$ cat src/rtl/assert_macros.svh
// assertion macros shared by the rtl files
`ifndef ASSERT_MACROS_SVH
`define ASSERT_MACROS_SVH

`ifndef SYNTHESIS

// property holds on every clock edge outside reset
`define SCL_ASSERT(label, clk, rst, prop) \
  label: assert property (@(posedge clk) disable iff (rst) (prop)) \
    else $error("assertion failed");

// consequent holds in the cycle after the antecedent
`define SCL_ASSERT_NEXT(label, clk, rst, ante, cons) \
  label: assert property (@(posedge clk) disable iff (rst) (ante) |=> (cons)) \
    else $error("assertion failed");

`else

`define SCL_ASSERT(label, clk, rst, prop)
`define SCL_ASSERT_NEXT(label, clk, rst, ante, cons)

`endif

`endif

$ cat src/rtl/scl_pkg.sv
// constants, types and helpers of the command line parser
package scl_pkg;

  localparam int FIELD_CHARS = 15;
  localparam int VALUE_BITS  = 32;
  localparam int NUM_FIELDS  = 4;
  localparam int OUT_BITS    = 32;

  localparam int CHAR_W = $clog2(FIELD_CHARS + 1);
  localparam int SLOT_W = $clog2(NUM_FIELDS);
  localparam int ACC_W  = VALUE_BITS + 4;

  localparam logic [7:0] CR_BYTE    = 8'd13;
  localparam logic [7:0] SPACE_BYTE = 8'd32;
  localparam logic [7:0] PLUS_BYTE  = 8'h2b;
  localparam logic [7:0] MINUS_BYTE = 8'h2d;
  localparam logic [7:0] DIGIT_ZERO = 8'h30;
  localparam logic [7:0] DIGIT_NINE = 8'h39;
  localparam logic [7:0] WS_FIRST   = 8'd9;
  localparam logic [7:0] WS_LAST    = 8'd12;

  // largest magnitude of a negative value, one less for a positive one
  localparam logic [VALUE_BITS-1:0] VHALF = {1'b1, {(VALUE_BITS-1){1'b0}}};

  typedef enum logic [2:0] {
    PH_WS   = 3'b001,
    PH_DIG  = 3'b010,
    PH_STOP = 3'b100
  } phase_t;

  typedef struct packed {
    logic [7:0]                            command;
    logic [NUM_FIELDS-1:0][OUT_BITS-1:0]   value;
  } result_t;

  // signed value of VALUE_BITS bits, sign-extended or cut to the output width
  function automatic logic [OUT_BITS-1:0] to_output(input logic [VALUE_BITS-1:0] v);
    logic signed [63:0] x;
    x = 64'(signed'(v));
    return x[OUT_BITS-1:0];
  endfunction

endpackage

$ cat src/rtl/scl_digit_acc.sv
// saturating decimal accumulate of one digit into a field magnitude
module scl_digit_acc (
  input  logic [scl_pkg::VALUE_BITS-1:0] mag,
  input  logic                           neg,
  input  logic [3:0]                     digit,
  output logic [scl_pkg::VALUE_BITS-1:0] mag_next
);
  import scl_pkg::*;

  logic [ACC_W-1:0] wide;
  logic [ACC_W-1:0] cap;

  always_comb begin
    // mag * 10 + digit as (mag << 3) + (mag << 1) + digit
    wide = (ACC_W'(mag) << 3) + (ACC_W'(mag) << 1) + ACC_W'(digit);
    cap  = neg ? ACC_W'(VHALF) : ACC_W'(VHALF - 1'b1);
    if (wide > cap) begin
      mag_next = cap[VALUE_BITS-1:0];
    end else begin
      mag_next = wide[VALUE_BITS-1:0];
    end
  end

endmodule

$ cat src/rtl/scl_line_ctrl.sv
// line state: field tracking, per-field conversion and the finished line
`include "assert_macros.svh"

module scl_line_ctrl (
  input  logic             clk,
  input  logic             rst,
  input  logic             step,
  input  logic [7:0]       c,
  output logic             fire,
  output scl_pkg::result_t result
);
  import scl_pkg::*;

  logic [2:0]            field_number, field_number_next;
  logic [CHAR_W-1:0]     char_count, char_count_next;
  logic [7:0]            command_hold, command_hold_next;
  logic [VALUE_BITS-1:0] mag [NUM_FIELDS];
  logic [VALUE_BITS-1:0] mag_next [NUM_FIELDS];
  logic [NUM_FIELDS-1:0] neg, neg_next;
  phase_t                phase, phase_next;

  logic [SLOT_W-1:0]     slot;
  logic [VALUE_BITS-1:0] acc;
  logic                  is_ws, is_sign, is_digit;
  logic [VALUE_BITS-1:0] signed_val [NUM_FIELDS];

  assign slot     = SLOT_W'(field_number - 3'd1);
  assign is_ws    = c inside {[WS_FIRST:WS_LAST]};
  assign is_sign  = (c == PLUS_BYTE) || (c == MINUS_BYTE);
  assign is_digit = c inside {[DIGIT_ZERO:DIGIT_NINE]};

  scl_digit_acc u_acc (
    .mag      (mag[slot]),
    .neg      (neg[slot]),
    .digit    (c[3:0]),
    .mag_next (acc)
  );

  always_comb begin
    field_number_next = field_number;
    char_count_next   = char_count;
    command_hold_next = command_hold;
    neg_next          = neg;
    phase_next        = phase;
    for (int i = 0; i < NUM_FIELDS; i++) begin
      mag_next[i] = mag[i];
    end
    fire = 1'b0;
    if (step) begin
      if (c == CR_BYTE) begin
        fire              = 1'b1;
        field_number_next = '0;
        char_count_next   = '0;
        command_hold_next = '0;
        neg_next          = '0;
        phase_next        = PH_WS;
        for (int i = 0; i < NUM_FIELDS; i++) begin
          mag_next[i] = '0;
        end
      end else if (c == SPACE_BYTE) begin
        // last field runs on across spaces
        if (field_number < 3'(NUM_FIELDS)) begin
          field_number_next = field_number + 3'd1;
          char_count_next   = '0;
          phase_next        = PH_WS;
        end
      end else if (field_number == 3'd0) begin
        command_hold_next = c;
      end else if (char_count < CHAR_W'(FIELD_CHARS)) begin
        char_count_next = char_count + 1'b1;
        case (phase)
          PH_WS: begin
            if (is_ws) begin
              phase_next = PH_WS;
            end else if (is_sign) begin
              neg_next[slot] = (c == MINUS_BYTE);
              phase_next     = PH_DIG;
            end else if (is_digit) begin
              mag_next[slot] = acc;
              phase_next     = PH_DIG;
            end else begin
              phase_next = PH_STOP;
            end
          end
          PH_DIG: begin
            if (is_digit) begin
              mag_next[slot] = acc;
            end else begin
              phase_next = PH_STOP;
            end
          end
          default: begin
            phase_next = phase;
          end
        endcase
      end
    end
  end

  always_comb begin
    result.command = command_hold;
    for (int i = 0; i < NUM_FIELDS; i++) begin
      signed_val[i]   = neg[i] ? (VALUE_BITS'(0) - mag[i]) : mag[i];
      result.value[i] = to_output(signed_val[i]);
    end
  end

  always_ff @(posedge clk) begin
    if (rst) begin
      field_number <= '0;
      char_count   <= '0;
      command_hold <= '0;
      neg          <= '0;
      phase        <= PH_WS;
      for (int i = 0; i < NUM_FIELDS; i++) begin
        mag[i] <= '0;
      end
    end else begin
      field_number <= field_number_next;
      char_count   <= char_count_next;
      command_hold <= command_hold_next;
      neg          <= neg_next;
      phase        <= phase_next;
      for (int i = 0; i < NUM_FIELDS; i++) begin
        mag[i] <= mag_next[i];
      end
    end
  end

  `SCL_ASSERT(a_field_range, clk, rst, field_number <= 3'(NUM_FIELDS))
  `SCL_ASSERT(a_char_range, clk, rst, char_count <= CHAR_W'(FIELD_CHARS))
  `SCL_ASSERT_NEXT(a_clear_after_line, clk, rst, fire, field_number == 3'd0 && command_hold == 8'd0 && neg == '0)
  `SCL_ASSERT_NEXT(a_cmd_only_in_field0, clk, rst, step && c != CR_BYTE && field_number != 3'd0, $stable(command_hold))

endmodule

$ cat src/rtl/serial_command_line_parser_unit.sv
// top level of the serial command line parser
// result path: a line's carriage return passes the input register, then the result
//   register, where its result beat is held valid until it is taken
// throughput: one byte per cycle; a carriage return waits in the input register
//   only while the result register still holds an untaken line
// reset: synchronous, clears all line state and both valid flags at once
`include "assert_macros.svh"

module serial_command_line_parser_unit (
  input  logic               clk,
  input  logic               rst,
  input  logic               in_valid,
  output logic               in_ready,
  input  logic [7:0]         rx_byte,
  output logic               out_valid,
  input  logic               out_ready,
  output logic [7:0]         command_code,
  output logic signed [31:0] value_one,
  output logic signed [31:0] value_two,
  output logic signed [31:0] value_three,
  output logic signed [31:0] value_four
);
  import scl_pkg::*;

  // input register: one received byte waiting for the state update
  logic       in_v;
  logic [7:0] in_byte;

  // a byte leaves the input register unless it is a line end and the
  // result register cannot take a new line this cycle
  logic    advance;
  logic    fire;
  result_t result;
  result_t out_q;

  assign advance  = in_v && ((in_byte != CR_BYTE) || !out_valid || out_ready);
  assign in_ready = !in_v || advance;

  always_ff @(posedge clk) begin
    if (rst) begin
      in_v <= 1'b0;
    end else if (in_ready) begin
      in_v <= in_valid;
    end
  end

  // payload needs no reset
  always_ff @(posedge clk) begin
    if (in_ready && in_valid) begin
      in_byte <= rx_byte;
    end
  end

  scl_line_ctrl u_ctrl (
    .clk    (clk),
    .rst    (rst),
    .step   (advance),
    .c      (in_byte),
    .fire   (fire),
    .result (result)
  );

  // result register: holds the finished line until the beat is taken
  always_ff @(posedge clk) begin
    if (rst) begin
      out_valid <= 1'b0;
    end else begin
      out_valid <= fire || (out_valid && !out_ready);
    end
  end

  always_ff @(posedge clk) begin
    if (fire) begin
      out_q <= result;
    end
  end

  assign command_code = out_q.command;
  assign value_one    = signed'(out_q.value[0]);
  assign value_two    = signed'(out_q.value[1]);
  assign value_three  = signed'(out_q.value[2]);
  assign value_four   = signed'(out_q.value[3]);

  // a held byte stays put until it can be processed
  `SCL_ASSERT_NEXT(a_stall_holds, clk, rst, in_v && !advance, in_v && $stable(in_byte))
  // a new line never overwrites an untaken result
  `SCL_ASSERT(a_no_overwrite, clk, rst, !(fire && out_valid && !out_ready))
  // every finished line shows up as a result beat
  `SCL_ASSERT_NEXT(a_fire_shows, clk, rst, fire, out_valid)

endmodule
$ cat config.mk
export PLATFORM = sky130hd
export DESIGN_NAME = serial_command_line_parser_unit
export DESIGN_NICKNAME = d
export VERILOG_FILES = /design/src/rtl/scl_pkg.sv /design/src/rtl/scl_digit_acc.sv /design/src/rtl/scl_line_ctrl.sv /design/src/rtl/serial_command_line_parser_unit.sv
export VERILOG_INCLUDE_DIRS = /design/src /design/src/rtl
export SDC_FILE = /design/constraint.sdc
export NUM_CORES = 1
export LEC_CHECK = 0
export BUFFER_PORTS_ARGS = -buffer_cell sky130_fd_sc_hd__buf_2
export CORE_AREA = 2 2 188 264
export DETAILED_ROUTE_END_ITERATION = 10
export DIE_AREA = 0 0 190 266
export SLEW_MARGIN = 20
export SYNTH_ARGS = -nofsm -noshare
export SYNTH_HDL_FRONTEND = slang
export SYNTH_SLANG_ARGS = --single-unit
$ cat constraint.sdc
create_clock -name clk -period 10.8 [get_ports clk]
set_input_delay 0.54 -clock clk [delete_from_list [all_inputs] [get_ports clk]]
set_output_delay 0.54 -clock clk [all_outputs]
set_load 0.005 [all_outputs]
==> metrics.cfg <==
[power]
peakVddDrop_mv = 0.125
p_leak_nw = 7.47
cellPowerDensity_nw_per_um2 = 119

[setup_path]
start_kind = flop
cp_top_family = compound AO/OA/AOI/OAI gates
crit_fanout = 37
required_ns = 11.26
crit_slowest_cell = nand4_1
crit_path_cell_trace = buf_4 > inv_1 > ha_1 > buf_4 > mux4_2 > fa_1 > fa_1 > a211oi_1 > o211ai_1 > a21oi_2 > a31o_2 > nor2b_1 > o21ai_0 > xnor2_1 > inv_1 > ha_1 > a21oi_1 > o21ai_0 > a2111oi_0 > a21o_1 > o2111a_1 > nand4_1 > o211ai_1
cp.buffers_inverters = 4
critPathKind = reg2reg
cp_slowest_stage_delay_ns = 0.89
cp-end-kind = flop
crit_arrival_ns = 9.04

[die]
die_width_microns = 190
dieArea_sq_um = 50500
initial_core_util_pct = 34.5
fp.dieH_microns = 266
core_sq_um = 48400
core.rowCount = 96
ioPinCount = 150

[logic_synthesis]
seq_area_frac_synth_pct = 44.1
synth_area_leaders = edfxtp_1 (26%), dfxtp_1 (18%), ha_1 (7.8%), xnor2_1 (7.0%), o211ai_1 (5.8%)
syn_avg_cell_area_sq_um = 10.3
synth-xor-area-share_pct = 8.03
synth_warnings = 0
synth-compound-area-share_pct = 17.7
yosysTopAreaCell = edfxtp_1
yosys.area_share.adder_pct = 8.03
muxShareOfSynthArea_pct = 4.74
synth_cell_types = 78
synth_simple_gate_area_share_pct = 14.4
synth_top_family_by_area = compound AO/OA/AOI/OAI gates
synth_flop_cell = dfxtp_1
synth_fp_nets = 1741
ys_ff_latch = 296
syn_area_sq_um = 16700
async_flop_share_pct = 0
synth_edf_count = 144
synth_top_area_share_pct = 25.9
syn_inst = 1623

[global_route]
grt_max_degree = 74
antenna_found_initial = 0
grt_overflow = 0
grt_pass1_vias = 12900
grt_first_pass_wirelength_microns = 73700
track_usage_pct = 18.5

[timing]
finalSetupViolations = 0
fin_crit_ns = 8.58
slew-limit-headroom_pct = 26.5
final_hold_viol_count = 0
max_freq_mhz = 117
tns_ns = 0
tightest_slew_ns = 1.10
grt_setup_unrepaired = no
finClkSkew_ns = 0.0200
maxSlewViolCount = 0
period_share_pct = 79.4

[place]
io_buffer_count = 149
gp_congestion = 0.940
dp_hpwl_microns = 37000

[hold_path]
min_path_type = in2reg

[routing]
first_iter_violations = 907
vias = 13300
postRouteAntennaNets = 0
drt_wl_total_microns = 48100
dr.pass1.iters = 5
routedWlPerCell_microns = 20.1
drc = 0
routed_via_density = 5.55

[clocking]
cts_sinks = 296
numCtsBuffers = 29
worstSkewPairLatency_ns = 0.57
postCtsSetupBuffers = 0
cts_tree = built
cts.root.buffer_cell = clkbuf_16
post_cts_resize_count = 0
cts_max_level = 1
cts_max_path_buffers = 3
cts_hold_buf = 0
clk_pin_slew_ns = 0.06

[cells_and_area]
mostFrequentLayoutCells = nand2_1 (239), dfxtp_1 (151), buf_2 (149), edfxtp_1 (144), xnor2_1 (133)
nets = 1854
final_common_cell = nand2_1
post-route-util_pct = 39.3
area_delta_synth_final_pct = 13.9
antenna_cells = 0
drive_gt1_share_pct = 16.1

[run]
cap_violations = 0

[run_status]
status = finished, final reports clean

Yosys cell counts (8+ instances only):
library cell,n
a21o_1,17
a21oi_1,66
a311o_1,9
and2_1,13
buf_2,24
clkbuf_1,47
dfxtp_1,152
edfxtp_1,144
ha_1,104
inv_1,29
mux4_2,32
nand2_1,239
nand2b_1,29
nand3_1,39
nand4_1,30
nor2_1,52
nor3_1,20
nor4_1,11
o211ai_1,129
o21a_1,8
o21ai_0,69
o21bai_1,8
o31ai_1,29
o41ai_1,16
or3_1,18
or4_1,13
xnor2_1,133
xor2_1,17
metal layers:
layer | track usage [%] | part of all wire [%]
met3 | 1.96 | 5.1
met4 | 6.41 | 3.1
met2 | 33.0 | 51
met5 | 0 | 0
met1 | 23.0 | 41
state kept, by name, indices dropped and copies added (netlist names):
signal	cells
u_ctrl.phase	3
value_three	32
command_code	8
in_v	1
u_ctrl.field_number	3
in_byte	8
u_ctrl.mag	128
out_valid	1
u_ctrl.neg	4
value_two	32
u_ctrl.char_count	4
value_four	32
value_one	32
u_ctrl.command_hold	8
cell families after synthesis:
kind of cell / after synthesis
AND/OR/NAND/NOR: 497
AO/OA/AOI/OAI: 421
buffers and inverters: 113
XOR/XNOR: 151
adder cells (fa/ha/maj): 106
multiplexers: 39
flip-flops: 296
metrics by stage:
stage	power (W)	hold WS, ns	std cells	worst slack, ns	instance area, sq um
after floorplan	0.00122	0.408	1623	3.25	16700
after global placement	0.00124	0.416	2342	2.24	18000
after detailed placement	0.00124	0.418	2342	2.06	18000
after CTS	0.00229	0.119	2395	2.02	19000
after global routing	0.00233	0.125	2395	1.51	19000
final	0.00227	0.148	2395	2.22	19000
power breakdown:
part	internal, W	total, W	leakage [nW]	switching [W]
Clock	0.000612	0.00105	0.482	0.000442
Combinational	0.0000101	0.0000341	4.40	0.0000240
Sequential	0.00117	0.00118	2.59	0.00000665
layout make-up:
type                    instances  area (sq um)
inverters                      29           109
multi-input cells            1214          8880
well taps                     637           797
fillers                      4689         29400
flip-flops and latches        296          7370
repair buffers                166           873
clock inverters                16           199
clock buffers                  37           786
path summary, 6_finish.rpt:
kind	slack [ns]	cells after the start	start	end
min	0.15	1	rx_byte[7]	in_byte[7]$_DFFE_PP_
min reg2reg	0.43	0	u_ctrl.command_hold[7]$_SDFFE_PP0P_	command_code[7]$_DFFE_PP_
max reg2reg	2.22	23	u_ctrl.field_number[0]$_SDFFE_PP0P_	u_ctrl.mag[3][2]$_SDFFE_PP0P_
max	2.22	23	u_ctrl.field_number[0]$_SDFFE_PP0P_	u_ctrl.mag[3][2]$_SDFFE_PP0P_
Note: power is estimated with default switching activity, not from simulation.
